[src/sv/ble_pkg.sv]
// ----------------------------------------------------------------------------
// Battery level estimator package
// Shared field widths, register codes and the controller/datapath interface.
// ----------------------------------------------------------------------------
package ble_pkg;

	localparam int ADC_W      = 12;
	localparam int WORD_W     = 16;
	localparam int MV_W       = 17;
	localparam int PCT_W      = 7;
	localparam int CHG_W      = 2;
	localparam int MODE_W     = 2;
	localparam int RATIO_W    = 4;
	localparam int CELLS_W    = 3;
	localparam int CFG_IDX_W  = 2;
	localparam int CFG_DATA_W = 4;
	localparam int S_DATA_W   = 96;
	localparam int M_DATA_W   = 32;

	localparam logic [MODE_W-1:0] MODE_NONE  = 2'd0;
	localparam logic [MODE_W-1:0] MODE_ADC   = 2'd1;
	localparam logic [MODE_W-1:0] MODE_GAUGE = 2'd2;
	localparam logic [MODE_W-1:0] MODE_MON   = 2'd3;

	localparam logic [CFG_IDX_W-1:0] REG_SOURCE_MODE   = 2'd0;
	localparam logic [CFG_IDX_W-1:0] REG_DIVIDER_RATIO = 2'd1;
	localparam logic [CFG_IDX_W-1:0] REG_CELL_COUNT    = 2'd2;

	localparam logic [CHG_W-1:0] CHG_DISCHARGING = 2'd0;
	localparam logic [CHG_W-1:0] CHG_CHARGING    = 2'd1;
	localparam logic [CHG_W-1:0] CHG_UNKNOWN     = 2'd2;

	typedef struct packed {
		logic load;
		logic mul;
		logic scale;
		logic div_old;
		logic update;
		logic div_new;
		logic emit;
	} ble_cmd_t;

	typedef struct packed {
		logic avg_update;
	} ble_status_t;

endpackage

[src/sv/ble_ctrl.sv]
// ----------------------------------------------------------------------------
// Battery level estimator controller
// Sequences the datapath steps for one reading and owns both handshakes.
// ----------------------------------------------------------------------------
module ble_ctrl (
	input  logic                 clk,
	input  logic                 arst_n,
	input  logic                 s_tvalid,
	output logic                 s_tready,
	output logic                 m_tvalid,
	input  logic                 m_tready,
	input  ble_pkg::ble_status_t status,
	output ble_pkg::ble_cmd_t    cmd
);
	import ble_pkg::*;

	localparam logic [2:0] ST_IDLE    = 3'd0;
	localparam logic [2:0] ST_MUL     = 3'd1;
	localparam logic [2:0] ST_SCALE   = 3'd2;
	localparam logic [2:0] ST_DIV_OLD = 3'd3;
	localparam logic [2:0] ST_UPDATE  = 3'd4;
	localparam logic [2:0] ST_DIV_NEW = 3'd5;
	localparam logic [2:0] ST_LEVEL   = 3'd6;

	logic [2:0] state_q;
	logic [2:0] state_d;
	logic       m_tvalid_q;
	logic       out_free;

	assign s_tready = (state_q == ST_IDLE);
	assign m_tvalid = m_tvalid_q;
	assign out_free = !m_tvalid_q || m_tready;

	always_comb begin
		cmd         = '0;
		cmd.load    = s_tvalid && (state_q == ST_IDLE);
		cmd.mul     = (state_q == ST_MUL);
		cmd.scale   = (state_q == ST_SCALE);
		cmd.div_old = (state_q == ST_DIV_OLD);
		cmd.update  = (state_q == ST_UPDATE);
		cmd.div_new = (state_q == ST_DIV_NEW);
		cmd.emit    = (state_q == ST_LEVEL) && out_free;
	end

	always_comb begin
		state_d = state_q;
		case (state_q)
			ST_IDLE: begin
				if (s_tvalid) state_d = ST_MUL;
			end
			ST_MUL:     state_d = ST_SCALE;
			ST_SCALE: begin
				state_d = status.avg_update ? ST_DIV_OLD : ST_LEVEL;
			end
			ST_DIV_OLD: state_d = ST_UPDATE;
			ST_UPDATE:  state_d = ST_DIV_NEW;
			ST_DIV_NEW: state_d = ST_LEVEL;
			ST_LEVEL: begin
				if (out_free) state_d = ST_IDLE;
			end
			default:    state_d = ST_IDLE;
		endcase
	end

	always_ff @(posedge clk or negedge arst_n) begin
		if (!arst_n) begin
			state_q    <= ST_IDLE;
			m_tvalid_q <= 1'b0;
		end else begin
			state_q <= state_d;
			if (cmd.emit) begin
				m_tvalid_q <= 1'b1;
			end else if (m_tready) begin
				m_tvalid_q <= 1'b0;
			end
		end
	end

endmodule

[src/sv/ble_datapath.sv]
// ----------------------------------------------------------------------------
// Battery level estimator datapath
// Configuration registers, voltage scaling, running average and the
// piecewise-linear charge table, stepped by the controller.
// ----------------------------------------------------------------------------
module ble_datapath #(
	parameter int AVERAGE_SAMPLES = 8
) (
	input  logic                               clk,
	input  logic                               arst_n,
	input  logic                               cfg_we,
	input  logic [ble_pkg::CFG_IDX_W-1:0]      cfg_index,
	input  logic [ble_pkg::CFG_DATA_W-1:0]     cfg_data,
	input  ble_pkg::ble_cmd_t                  cmd,
	output ble_pkg::ble_status_t               status,
	input  logic                               in_read_ok,
	input  logic [ble_pkg::S_DATA_W-1:0]       in_data,
	output logic [ble_pkg::MV_W-1:0]           millivolts,
	output logic [ble_pkg::PCT_W-1:0]          percent,
	output logic                               percent_valid,
	output logic [ble_pkg::CHG_W-1:0]          charge_state
);
	import ble_pkg::*;

	localparam int ACC_W = MV_W + $clog2(AVERAGE_SAMPLES);
	localparam int RN_K  = ACC_W + 6;
	localparam longint RN_L = ((longint'(1) << RN_K) + longint'(AVERAGE_SAMPLES) - 1)
		/ longint'(AVERAGE_SAMPLES);
	localparam logic [RN_K-1:0]  RN  = RN_K'(RN_L);
	localparam logic [ACC_W-1:0] N_C = ACC_W'(AVERAGE_SAMPLES);

	function automatic logic [20:0] cell_recip(input logic [CELLS_W-1:0] c);
		logic [20:0] r;
		case (c)
			3'd2:    r = 21'd524288;
			3'd3:    r = 21'd349526;
			3'd4:    r = 21'd262144;
			3'd5:    r = 21'd209716;
			3'd6:    r = 21'd174763;
			3'd7:    r = 21'd149797;
			default: r = 21'd1048576;
		endcase
		return r;
	endfunction

	function automatic logic [PCT_W-1:0] level_pct(input logic [MV_W-1:0] mv);
		logic [7:0]   x6;
		logic [15:0]  p6;
		logic [24:0]  p144;
		logic [MV_W-1:0] d;
		logic [PCT_W-1:0] r;
		d    = '0;
		x6   = '0;
		if (mv >= 17'd3950) begin
			d = mv - 17'd3950;
		end else if (mv >= 17'd3800) begin
			d = mv - 17'd3800;
		end else if (mv >= 17'd3600) begin
			d = mv - 17'd3600;
		end
		x6   = d[7:0];
		p6   = 16'(x6) * 16'd171;
		p144 = 25'(mv[11:0]) * 25'd7282;
		if (mv >= 17'd4100) begin
			r = 7'd100;
		end else if (mv >= 17'd3950) begin
			r = 7'd75 + 7'(p6[15:10]);
		end else if (mv >= 17'd3800) begin
			r = 7'd50 + 7'(p6[15:10]);
		end else if (mv >= 17'd3600) begin
			r = 7'd25 + 7'(d[7:3]);
		end else begin
			r = 7'(p144[24:20]);
		end
		return r;
	endfunction

	logic [MODE_W-1:0]  mode_q;
	logic [RATIO_W-1:0] ratio_q;
	logic [CELLS_W-1:0] cells_q;

	logic                      ok_q;
	logic [ADC_W-1:0]          adc_q;
	logic [WORD_W-1:0]         gv_q;
	logic [WORD_W-1:0]         gsoc_q;
	logic                      dis_q;
	logic [WORD_W-1:0]         bus_q;
	logic signed [WORD_W-1:0]  shunt_q;

	logic [23:0]      pin_prod_q;
	logic [MV_W-1:0]  pack_mv_q;
	logic [15:0]      sample_q;
	logic [MV_W-1:0]  cell_q;
	logic [ACC_W-1:0] acc_q;
	logic             seeded_q;
	logic [ACC_W-1:0] div_q;
	logic [MV_W-1:0]  mv_adc_q;

	logic [MV_W-1:0]           out_mv_q;
	logic [PCT_W-1:0]          out_pct_q;
	logic                      out_pv_q;
	logic [CHG_W-1:0]          out_chg_q;

	logic [18:0]             bus5;
	logic [ADC_W-1:0]        pin_q0;
	logic [ADC_W:0]          pin_r0;
	logic [ADC_W-1:0]        pin_mv;
	logic [RATIO_W-1:0]      ratio_eff;
	logic [CELLS_W-1:0]      cells_eff;
	logic [37:0]             cell_prod;
	logic [ACC_W+RN_K-1:0]   acc_prod;
	logic [ACC_W-1:0]        acc_div;
	logic [ACC_W-1:0]        seed_acc;
	logic [MV_W-1:0]         lvl_mv;
	logic [PCT_W-1:0]        lvl_pct;
	logic [MV_W-1:0]         res_mv;
	logic [PCT_W-1:0]        res_pct;
	logic                    res_pv;
	logic [CHG_W-1:0]        res_chg;

	assign status.avg_update = (mode_q == MODE_ADC) && ok_q;

	assign bus5      = {1'b0, bus_q, 2'b00} + 19'(bus_q);
	assign pin_q0    = pin_prod_q[23:12];
	assign pin_r0    = {1'b0, pin_prod_q[11:0]} + {1'b0, pin_q0};
	assign pin_mv    = (pin_r0 >= 13'd4095) ? pin_q0 + 12'd1 : pin_q0;
	assign ratio_eff = (ratio_q == '0) ? 4'd3 : ratio_q;
	assign cells_eff = (cells_q == '0) ? 3'd1 : cells_q;
	assign cell_prod = 38'(pack_mv_q) * 38'(cell_recip(cells_eff));
	assign acc_prod  = (ACC_W+RN_K)'(acc_q) * (ACC_W+RN_K)'(RN);
	assign acc_div   = acc_prod[ACC_W+RN_K-1:RN_K];
	assign seed_acc  = ACC_W'(ACC_W'(sample_q) * N_C);

	assign lvl_mv  = (mode_q == MODE_ADC) ? (ok_q ? mv_adc_q : '0) : cell_q;
	assign lvl_pct = level_pct(lvl_mv);

	always_comb begin
		res_mv  = '0;
		res_pct = '0;
		res_pv  = 1'b0;
		res_chg = CHG_UNKNOWN;
		case (mode_q)
			MODE_ADC: begin
				res_mv  = lvl_mv;
				res_pct = lvl_pct;
				res_pv  = 1'b1;
			end
			MODE_GAUGE: begin
				if (ok_q) begin
					res_mv  = MV_W'(gv_q);
					res_pct = (gsoc_q > 16'd100) ? 7'd100 : gsoc_q[PCT_W-1:0];
					res_pv  = 1'b1;
					res_chg = dis_q ? CHG_DISCHARGING : CHG_CHARGING;
				end
			end
			MODE_MON: begin
				if (ok_q && (cell_q >= 17'd2800)) begin
					res_mv  = cell_q;
					res_pct = lvl_pct;
					res_pv  = 1'b1;
					res_chg = (shunt_q <= -16'sd8) ? CHG_CHARGING : CHG_DISCHARGING;
				end
			end
			default: begin
				res_mv = '0;
			end
		endcase
	end

	always_ff @(posedge clk or negedge arst_n) begin
		if (!arst_n) begin
			mode_q   <= MODE_NONE;
			ratio_q  <= 4'd3;
			cells_q  <= 3'd1;
			acc_q    <= '0;
			seeded_q <= 1'b0;
		end else begin
			if (cfg_we) begin
				case (cfg_index)
					REG_SOURCE_MODE:   mode_q  <= cfg_data[MODE_W-1:0];
					REG_DIVIDER_RATIO: ratio_q <= cfg_data[RATIO_W-1:0];
					REG_CELL_COUNT:    cells_q <= cfg_data[CELLS_W-1:0];
					default:           mode_q  <= mode_q;
				endcase
			end
			if (cmd.update) begin
				acc_q    <= seeded_q ? acc_q - div_q + ACC_W'(sample_q) : seed_acc;
				seeded_q <= 1'b1;
			end
		end
	end

	always_ff @(posedge clk) begin
		if (cmd.load) begin
			ok_q    <= in_read_ok;
			adc_q   <= in_data[11:0];
			gv_q    <= in_data[27:12];
			gsoc_q  <= in_data[43:28];
			dis_q   <= in_data[44];
			bus_q   <= in_data[75:60];
			shunt_q <= in_data[91:76];
		end
		if (cmd.mul) begin
			pin_prod_q <= 24'(adc_q) * 24'd3100;
			pack_mv_q  <= bus5[18:2];
		end
		if (cmd.scale) begin
			sample_q <= 16'(pin_mv) * 16'(ratio_eff);
			cell_q   <= cell_prod[36:20];
		end
		if (cmd.div_old) begin
			div_q <= acc_div;
		end
		if (cmd.div_new) begin
			mv_adc_q <= MV_W'(acc_div);
		end
		if (cmd.emit) begin
			out_mv_q  <= res_mv;
			out_pct_q <= res_pct;
			out_pv_q  <= res_pv;
			out_chg_q <= res_chg;
		end
	end

	assign millivolts    = out_mv_q;
	assign percent       = out_pct_q;
	assign percent_valid = out_pv_q;
	assign charge_state  = out_chg_q;

endmodule

[src/sv/battery_level_estimator.sv]
// ----------------------------------------------------------------------------
// Battery level estimator
// Turns one battery reading into millivolts, a percentage and a charge state.
// ----------------------------------------------------------------------------
// Channel  Direction  Contents
// s_*      in         one reading per transfer
// m_*      out        one result per transfer
// cfg_*    in         register writes (0 source_mode, 1 divider_ratio, 2 cell_count)
//
// A good ADC divider reading passes load, multiply, scale, three running average
// steps and the level step from its transfer until the next is taken, any other
// reading skips the average; the output register shows the result from the cycle
// before that. Two average steps pass through the shared reciprocal multiplier.
// A result that waits on m_tready holds the controller in its last step.
// Reset clears the configuration to its defaults and empties the average.
// ----------------------------------------------------------------------------
module battery_level_estimator #(
	parameter int AVERAGE_SAMPLES = 8
) (
	input  logic                               clk,
	input  logic                               arst_n,
	input  logic                               s_tvalid,
	output logic                               s_tready,
	// adc_code, gauge_voltage, gauge_soc, gauge_flags, bus_code, shunt_code
	input  logic [ble_pkg::S_DATA_W-1:0]       s_tdata,
	// read_ok
	input  logic                               s_tuser,
	output logic                               m_tvalid,
	input  logic                               m_tready,
	// millivolts, percent, charge_state
	output logic [ble_pkg::M_DATA_W-1:0]       m_tdata,
	// percent_valid
	output logic                               m_tuser,
	input  logic                               cfg_valid,
	output logic                               cfg_ready,
	input  logic [ble_pkg::CFG_IDX_W-1:0]      cfg_index,
	input  logic [ble_pkg::CFG_DATA_W-1:0]     cfg_data
);
	import ble_pkg::*;

	ble_cmd_t          cmd;
	ble_status_t       status;
	logic [MV_W-1:0]   millivolts;
	logic [PCT_W-1:0]  percent;
	logic [CHG_W-1:0]  charge_state;

	assign cfg_ready = 1'b1;

	ble_ctrl u_ctrl (
		.clk      (clk),
		.arst_n   (arst_n),
		.s_tvalid (s_tvalid),
		.s_tready (s_tready),
		.m_tvalid (m_tvalid),
		.m_tready (m_tready),
		.status   (status),
		.cmd      (cmd)
	);

	ble_datapath #(
		.AVERAGE_SAMPLES (AVERAGE_SAMPLES)
	) u_datapath (
		.clk           (clk),
		.arst_n        (arst_n),
		.cfg_we        (cfg_valid),
		.cfg_index     (cfg_index),
		.cfg_data      (cfg_data),
		.cmd           (cmd),
		.status        (status),
		.in_read_ok    (s_tuser),
		.in_data       (s_tdata),
		.millivolts    (millivolts),
		.percent       (percent),
		.percent_valid (m_tuser),
		.charge_state  (charge_state)
	);

	assign m_tdata = {6'd0, charge_state, percent, millivolts};

	a_busy_after_accept: assert property (@(posedge clk) disable iff (!arst_n)
		(s_tvalid && s_tready) |=> !s_tready)
		else $error("reading taken while the previous one was in progress");

	a_pct_zero_when_invalid: assert property (@(posedge clk) disable iff (!arst_n)
		(m_tvalid && !m_tuser) |-> (m_tdata[23:17] == 7'd0))
		else $error("nonzero percent with percent_valid low");

	a_pct_range: assert property (@(posedge clk) disable iff (!arst_n)
		m_tvalid |-> (m_tdata[23:17] <= 7'd100))
		else $error("percent above 100");

	a_chg_code: assert property (@(posedge clk) disable iff (!arst_n)
		m_tvalid |-> (m_tdata[25:24] != 2'd3))
		else $error("undefined charge state code");

endmodule

[config.mk]
export PLATFORM = sky130hd
export DESIGN_NAME = battery_level_estimator
export DESIGN_NICKNAME = d
export VERILOG_FILES = /design/src/sv/ble_pkg.sv /design/src/sv/ble_ctrl.sv /design/src/sv/ble_datapath.sv /design/src/sv/battery_level_estimator.sv
export SDC_FILE = /design/constraint.sdc
export NUM_CORES = 1
export LEC_CHECK = 0
export BUFFER_PORTS_ARGS = -buffer_cell sky130_fd_sc_hd__buf_2
export CORE_ASPECT_RATIO = 2
export CORE_MARGIN = 5
export CORE_UTILIZATION = 55
export DETAILED_ROUTE_END_ITERATION = 7
export PLACE_DENSITY = 0.74
export SLEW_MARGIN = 20
export SYNTH_ARGS = -nofsm -noshare
export SYNTH_HDL_FRONTEND = slang
export SYNTH_SLANG_ARGS = --single-unit
export TNS_END_PERCENT = 30
[constraint.sdc]
create_clock -name clk -period 11.69 [get_ports clk]
set_input_delay 0.5845 -clock clk [delete_from_list [all_inputs] [get_ports clk]]
set_output_delay 0.5845 -clock clk [all_outputs]
set_load 0.02 [all_outputs]
# Word-level counts from Yosys, hierarchy flattened
# Cells that the tools add are included.
# classes
n_addsub	11
multipliers	5
n_lt_le_gt_ge	8
n_eq_ne	19
n_mux	35
n_reduce_logical	15
# op_table
op	count
21-bit case mux with 6 select lines	1
17-bit by 12-bit >= comparator with 1-bit output (second input constant)	4
17-bit two-way mux	3
17-bit case mux with 3 select lines	1
7-bit two-way mux	7
17-bit by 21-bit multiplier with 37-bit output	1
12-bit by 12-bit multiplier with 24-bit output (second input constant)	1
8-bit two-way mux	3
12-bit by 10-bit multiplier with 22-bit output (second input constant)	1
3-bit == test (second input constant)	7
3-bit case mux with 7 select lines	1
7-bit case mux with 3 select lines	1
20-bit by 16-bit adder with 20-bit output	1
20-bit two-way mux	1
20-bit by 17-bit subtractor with 20-bit output	1
18-bit by 16-bit adder with 19-bit output	1
17-bit by 13-bit >= comparator with 1-bit output (second input constant)	1
16-bit by 7-bit greater-than comparator with 1-bit output (second input constant)	1
16-bit by 4-bit <= comparator with 1-bit output (second input constant)	1
12-bit by 4-bit multiplier with 16-bit output	1
8-bit by 8-bit multiplier with 16-bit output (second input constant)	1
16-bit two-way mux	1
12-bit by 12-bit adder with 13-bit output	1
13-bit by 12-bit >= comparator with 1-bit output (second input constant)	1
other kinds (28)	50
# totals
register_bits	245
inputBits	108
wordCells	117

# Logic depth before layout (Yosys ltp)
# depth
word_depth	13
mapped_depth	34
mapped_depth_nobuf	31

# Hierarchy
# From an unflattened synthesis, not the netlist that was laid out.
# unflattened
cells_unflattened	2820
hier_area_um2	29009.1
# by_module_without_submodules
mod	instances	cells_each	area_per_inst_um2	seq_area_each_um2
ble_datapath	1	2782	28702.5	7090.6
ble_ctrl	1	29	246.5	100.1
battery_level_estimator	1	9	60.1	0.0

# Least setup slack after synthesis
# OpenSTA, ideal clock, no wires.
# synth_timing
kind	register to register
from	register u_datapath.mode_q[1]
to	register u_datapath.out_pct_q[5] (netlist: u_datapath.percent[5]), data pin
setup_ns	0.278
arrival_time_ns	7.845
slack_ns	3.567
path_stages_with_launch	33
n_path_buf	3
synth_period_minus_slack_ns	8.123
path_cell_list	dfrtp_1 -> and3b_1 -> buf_4 -> buf_2 -> buf_1 -> a22o_1 -> ha_1 -> nor2b_1 -> a32o_1 -> nand2_1 -> o31ai_1 -> nor2_1 -> a221o_1 -> o21ai_0 -> o21ai_0 -> fa_1 -> inv_1 -> fa_1 -> fa_1 -> inv_1 -> ha_1 -> a21o_1 -> a21o_1 -> or2_2 -> a31o_2 -> a21o_1 -> xnor2_1 -> inv_1 -> ha_1 -> o21bai_1 -> o2111a_1 -> a2111oi_0 -> a221oi_1
# synth_via
elab_chain_cells	13
word_cells_on_any_way	24
classes_between	6 x add/sub; 1 x mul; 4 x order compare; 3 x eq/ne; 10 x mux
# synth_lines
item	line	text
from (decl)	ble_datapath.sv:78	logic [MODE_W-1:0] mode_q;
from (signal assigned)	ble_datapath.sv:180	REG_SOURCE_MODE: mode_q <= cfg_data[MODE_W-1:0];
from (signal assigned)	ble_datapath.sv:183	default: mode_q <= mode_q;
2-bit by 1-bit == test with 1-bit output	ble_datapath.sv:134, ble_datapath.sv:142	
17-bit two-way mux	ble_datapath.sv:134	assign lvl_mv = (mode_q == MODE_ADC) ? (ok_q ? mv_adc_q : '0) : cell_q;
17-bit by 12-bit >= comparator with 1-bit output / 8-bit by 5-bit subtractor with 8-bit output (equally long branches)	ble_datapath.sv:58, ble_datapath.sv:70, ble_datapath.sv:59	
8-bit two-way mux	ble_datapath.sv:58	end else if (mv >= 17'd3600) begin
8-bit two-way mux	ble_datapath.sv:56	end else if (mv >= 17'd3800) begin
8-bit two-way mux	ble_datapath.sv:54	if (mv >= 17'd3950) begin
8-bit by 8-bit multiplier with 16-bit output / 5-bit by 5-bit adder with 6-bit output (equally long branches)	ble_datapath.sv:62, ble_datapath.sv:71	
6-bit by 6-bit adder with 7-bit output / 7-bit two-way mux (equally long branches)	ble_datapath.sv:69, ble_datapath.sv:70	
7-bit two-way mux	ble_datapath.sv:68	end else if (mv >= 17'd3800) begin
7-bit two-way mux	ble_datapath.sv:66	end else if (mv >= 17'd3950) begin
7-bit two-way mux	ble_datapath.sv:64	if (mv >= 17'd4100) begin
7-bit two-way mux	ble_datapath.sv:157	if (ok_q && (cell_q >= 17'd2800)) begin
7-bit case mux with 3 select lines *	ble_datapath.sv:142	case (mode_q)
named net u_datapath.res_pct[5]	ble_datapath.sv:117	logic [PCT_W-1:0] res_pct;
to (signal assigned)	ble_datapath.sv:219	out_pct_q <= res_pct;
to (decl)	ble_datapath.sv:100	logic [PCT_W-1:0] out_pct_q;
# The timed path passes the listed nets; every way through them passes the cells marked *.
# A chain may end at the register's enable or synchronous reset.

# Worst setup path in the final report
# layout_timing
from	register u_datapath.mode_q[0]
to	register u_datapath.out_pct_q[5] (netlist: u_datapath.percent[5]), data pin
# Same word-level chain as after synthesis.

==> flow_metrics.py <==
metrics = {
    "critical_path": {
        "cp_data_required_time_ns": 11.95,
        "crit_slowest_cell": "a22oi_1",
        "cp_max_fo": 17,
        "worst-setup-path-type": "reg2reg",
        "cpMostUsedCell": "inv_1",
        "slowest_delay_ns": 0.61,
        "cp-end-kind": "flop",
        "crit_path_start_kind": "flop",
        "worstPathArrival_ns": 9.94,
    },
    "synth": {
        "syn-instance-count": 2844,
        "synth-main-ff-cell": "edfxtp_1",
        "syn_area_per_cell_um2": 10.1,
        "netlist.area_leader.share_pct": 25.3,
        "synth_area_leaders": "fa_1 25%, edfxtp_1 22%, ha_1 16%",
        "ys_ff_latch": 245,
        "synth_top_area_cell": "fa_1",
        "synth_top_family_by_area": "adder cells",
        "synth-xor-area-share_pct": 3.70,
        "synth-compound-area-share_pct": 8.84,
        "muxShareOfSynthArea_pct": 1.08,
        "synth-edff-count": 211,
        "synth_cell_types": 87,
        "synthAdderAreaFrac_pct": 41.6,
        "synth_warnings": 0,
        "yosys.area_share.simple_pct": 9.81,
        "synthArstFlopShare_pct": 13.9,
        "seq_area_frac_synth_pct": 24.9,
        "syn_area_mm2": 0.0288,
    },
    "die": {
        "die_area_mm2": 0.0574,
        "die_width_um": 172,
        "die_h_um": 334,
        "rows": 118,
        "io_pins": 144,
        "core_area_mm2": 0.0518,
        "initial_core_util_pct": 55.6,
    },
    "route": {
        "wire_per_inst_um": 20.2,
        "drtIter0Drc": 1031,
        "antenna_left": 0,
        "drt-vias-per-instance": 5.59,
        "route.detailed.drc": 0,
        "first_pass_iters": 5,
        "routed_wl_mm": 73.2,
        "route.vias.total": 20200,
    },
    "clock_tree": {
        "clk_pin_slew_ns": 0.07,
        "clock_latency_ns": 0.53,
        "cts_sinks": 245,
        "cts.repair.resized": 0,
        "clockBufferDepth": 3,
        "ctsHoldBuffers": 0,
        "cts_max_level": 1,
        "cts_buffers": 25,
        "tritoncts": "yes",
        "root_buffer": "clkbuf_16",
        "cts_setup_buffers": 0,
    },
    "timing": {
        "fin_setup_tns_ns": 0,
        "hold_viol_final": 0,
        "finalClockSkew_ns": 0.0110,
        "min_period_ns": 9.68,
        "max_slew_margin_pct": 28.8,
        "rsz0062_at_grt": "no",
        "worst_pin_slew_ns": 1.07,
        "fmax_mhz": 103,
        "finalSetupViolCount": 0,
        "timing.final.crit_share_pct": 82.8,
        "slew_violations": 0,
    },
    "worst_hold_path": {
        "hp-class": "in2async",
    },
    "layout": {
        "drive_above_1_share_pct": 8.46,
        "num-nets-final": 3784,
        "area_growth_pct": 7.67,
        "stdcell_count": 3618,
    },
    "global_route": {
        "track_usage_pct": 26.2,
        "grt_pass1_wl_mm": 117,
        "grt_overflow_total": 0,
        "grt_max_degree": 79,
        "antenna_found_initial": 1,
        "grt_pass1_vias": 22500,
    },
    "place": {
        "gp_congestion": 1.01,
        "dp.final_hpwl_mm": 62.6,
        "dp.cells": 3570,
        "port_buffers": 117,
    },
    "run": {
        "drv_cap": 0,
    },
    "outcome": {
        "outcome": "finished, final reports clean",
    },
}
per-stage QoR:
step / cell area (um2) / utilization [%] / hold slack (ns) / setup slack (ns)
after floorplan: 28800 / - / 0.289 / 3.57
final: 31000 / 59.9 / 0.178 / 2.01
after detailed placement: 30100 / 58.1 / 0.477 / 2.15
after CTS: 31000 / 59.9 / 0.178 / 2.12
after global routing: 31000 / 59.9 / 0.201 / 1.55
after global placement: 30100 / 58.1 / 0.459 / 2.30
cells by family (layout without fill, tap and decap cells):
logic type | count (synthesis) | after routing
AO/OA/AOI/OAI | 360 | 360
multiplexers | 29 | 29
flip-flops | 245 | 245
AND/OR/NAND/NOR | 595 | 595
buffers and inverters | 754 | 861
XOR/XNOR | 120 | 120
adder cells (fa/ha/maj) | 739 | 739
other | 2 | 9
per-layer routing:
layer  part of all wire [%]  wire, um  global-route usage (%)  vias up
met5                      0         0                       0        -
met4                    9.8      7170                    19.2        0
met3                    4.0      2910                    2.61      285
met2                     54     39900                    49.8      650
met1                     32     23200                    25.4     9872
li1                       -         -                       -     9410
layout by cell type, fill, tap and decap left out, types with 19 or more instances in the layout:
master     Yosys  routed
xnor2_1       92      92
a21oi_1       75      75
nor2_1       105     104
fa_1         364     364
dfrtp_1       31      31
nand2_1      244     244
inv_1        673     673
nor2b_1       26      23
xor2_1        26      26
o21bai_1      22      22
and2_1        49      48
clkbuf_16      0      25
o21ai_0       63      63
o21a_1        19      19
nand4_1       22      22
a21o_1        37      37
buf_4         10      20
ha_1         375     375
nor3_1        35      33
nand3_1       31      31
edfxtp_1     211     211
buf_2          6     117
worst paths after layout:
path	endpoint	start	slack, ns	cells past startpoint
hold reg to reg	u_datapath.acc_q[0]$_DFFE_PN0P_	u_datapath.acc_q[0]$_DFFE_PN0P_	0.49	2
setup / recovery	u_datapath.percent[5]$_DFFE_PP_	u_datapath.mode_q[0]$_DFFE_PN0P_	2.01	30
hold / removal	u_datapath.ratio_q[3]$_DFFE_PN0P_	arst_n	0.18	1
min in group clk	u_datapath.gsoc_q[9]$_DFFE_PP_	s_tdata[37]	0.22	1
max in group asynchronous	u_datapath.acc_q[7]$_DFFE_PN0P_	arst_n	10.94	1
setup reg to reg	u_datapath.percent[5]$_DFFE_PP_	u_datapath.mode_q[0]$_DFFE_PN0P_	2.01	30
sequential cells by signal, summed over array words and instances (netlist names), 17 cells and up:
name,count
u_datapath.div_q,17
u_datapath.acc_q,20
u_datapath.cell_q,17
u_datapath.pin_prod_q,22
u_datapath.millivolts,17
u_datapath.pack_mv_q,17
u_datapath.mv_adc_q,17
synthesized netlist by cell type (18+ instances only):
library cell	number
o21ai_0	63
nor3_1	35
and2_1	49
inv_1	673
ha_1	375
nand4_1	22
nor2b_1	26
dfrtp_1	31
and3_1	18
a21oi_1	75
or2_2	18
fa_1	364
nand3_1	31
edfxtp_1	211
a21o_1	37
nand2_1	244
o21a_1	19
xor2_1	26
clkbuf_1	55
nor2_1	105
o21bai_1	22
xnor2_1	92
layout make-up:
cell class,instances,area (um2)
Fill cell,4347,20800
Clock buffer,28,647
Inverter,678,2540
Tap cell,660,826
Sequential cell,245,7190
Antenna cell,2,5.00
Clock inverter,18,293
Multi-Input combinational cell,1850,18800
Timing Repair Buffer,137,736
critical path, delay by kind of cell (launching register included):
kind / cells / cell delay, ns
buffers and inverters: 5 / 0.58
adder cells (fa/ha/maj): 6 / 2.42
AO/OA/AOI/OAI: 13 / 3.86
AND/OR/NAND/NOR: 3 / 1.00
flip-flops: 1 / 0.56
XOR/XNOR: 2 / 0.59
multiplexers: 1 / 0.40
Power is left out: the tool's default activity adds up to more than one toggle a clock period on the data nets, which glitch-free logic cannot reach.
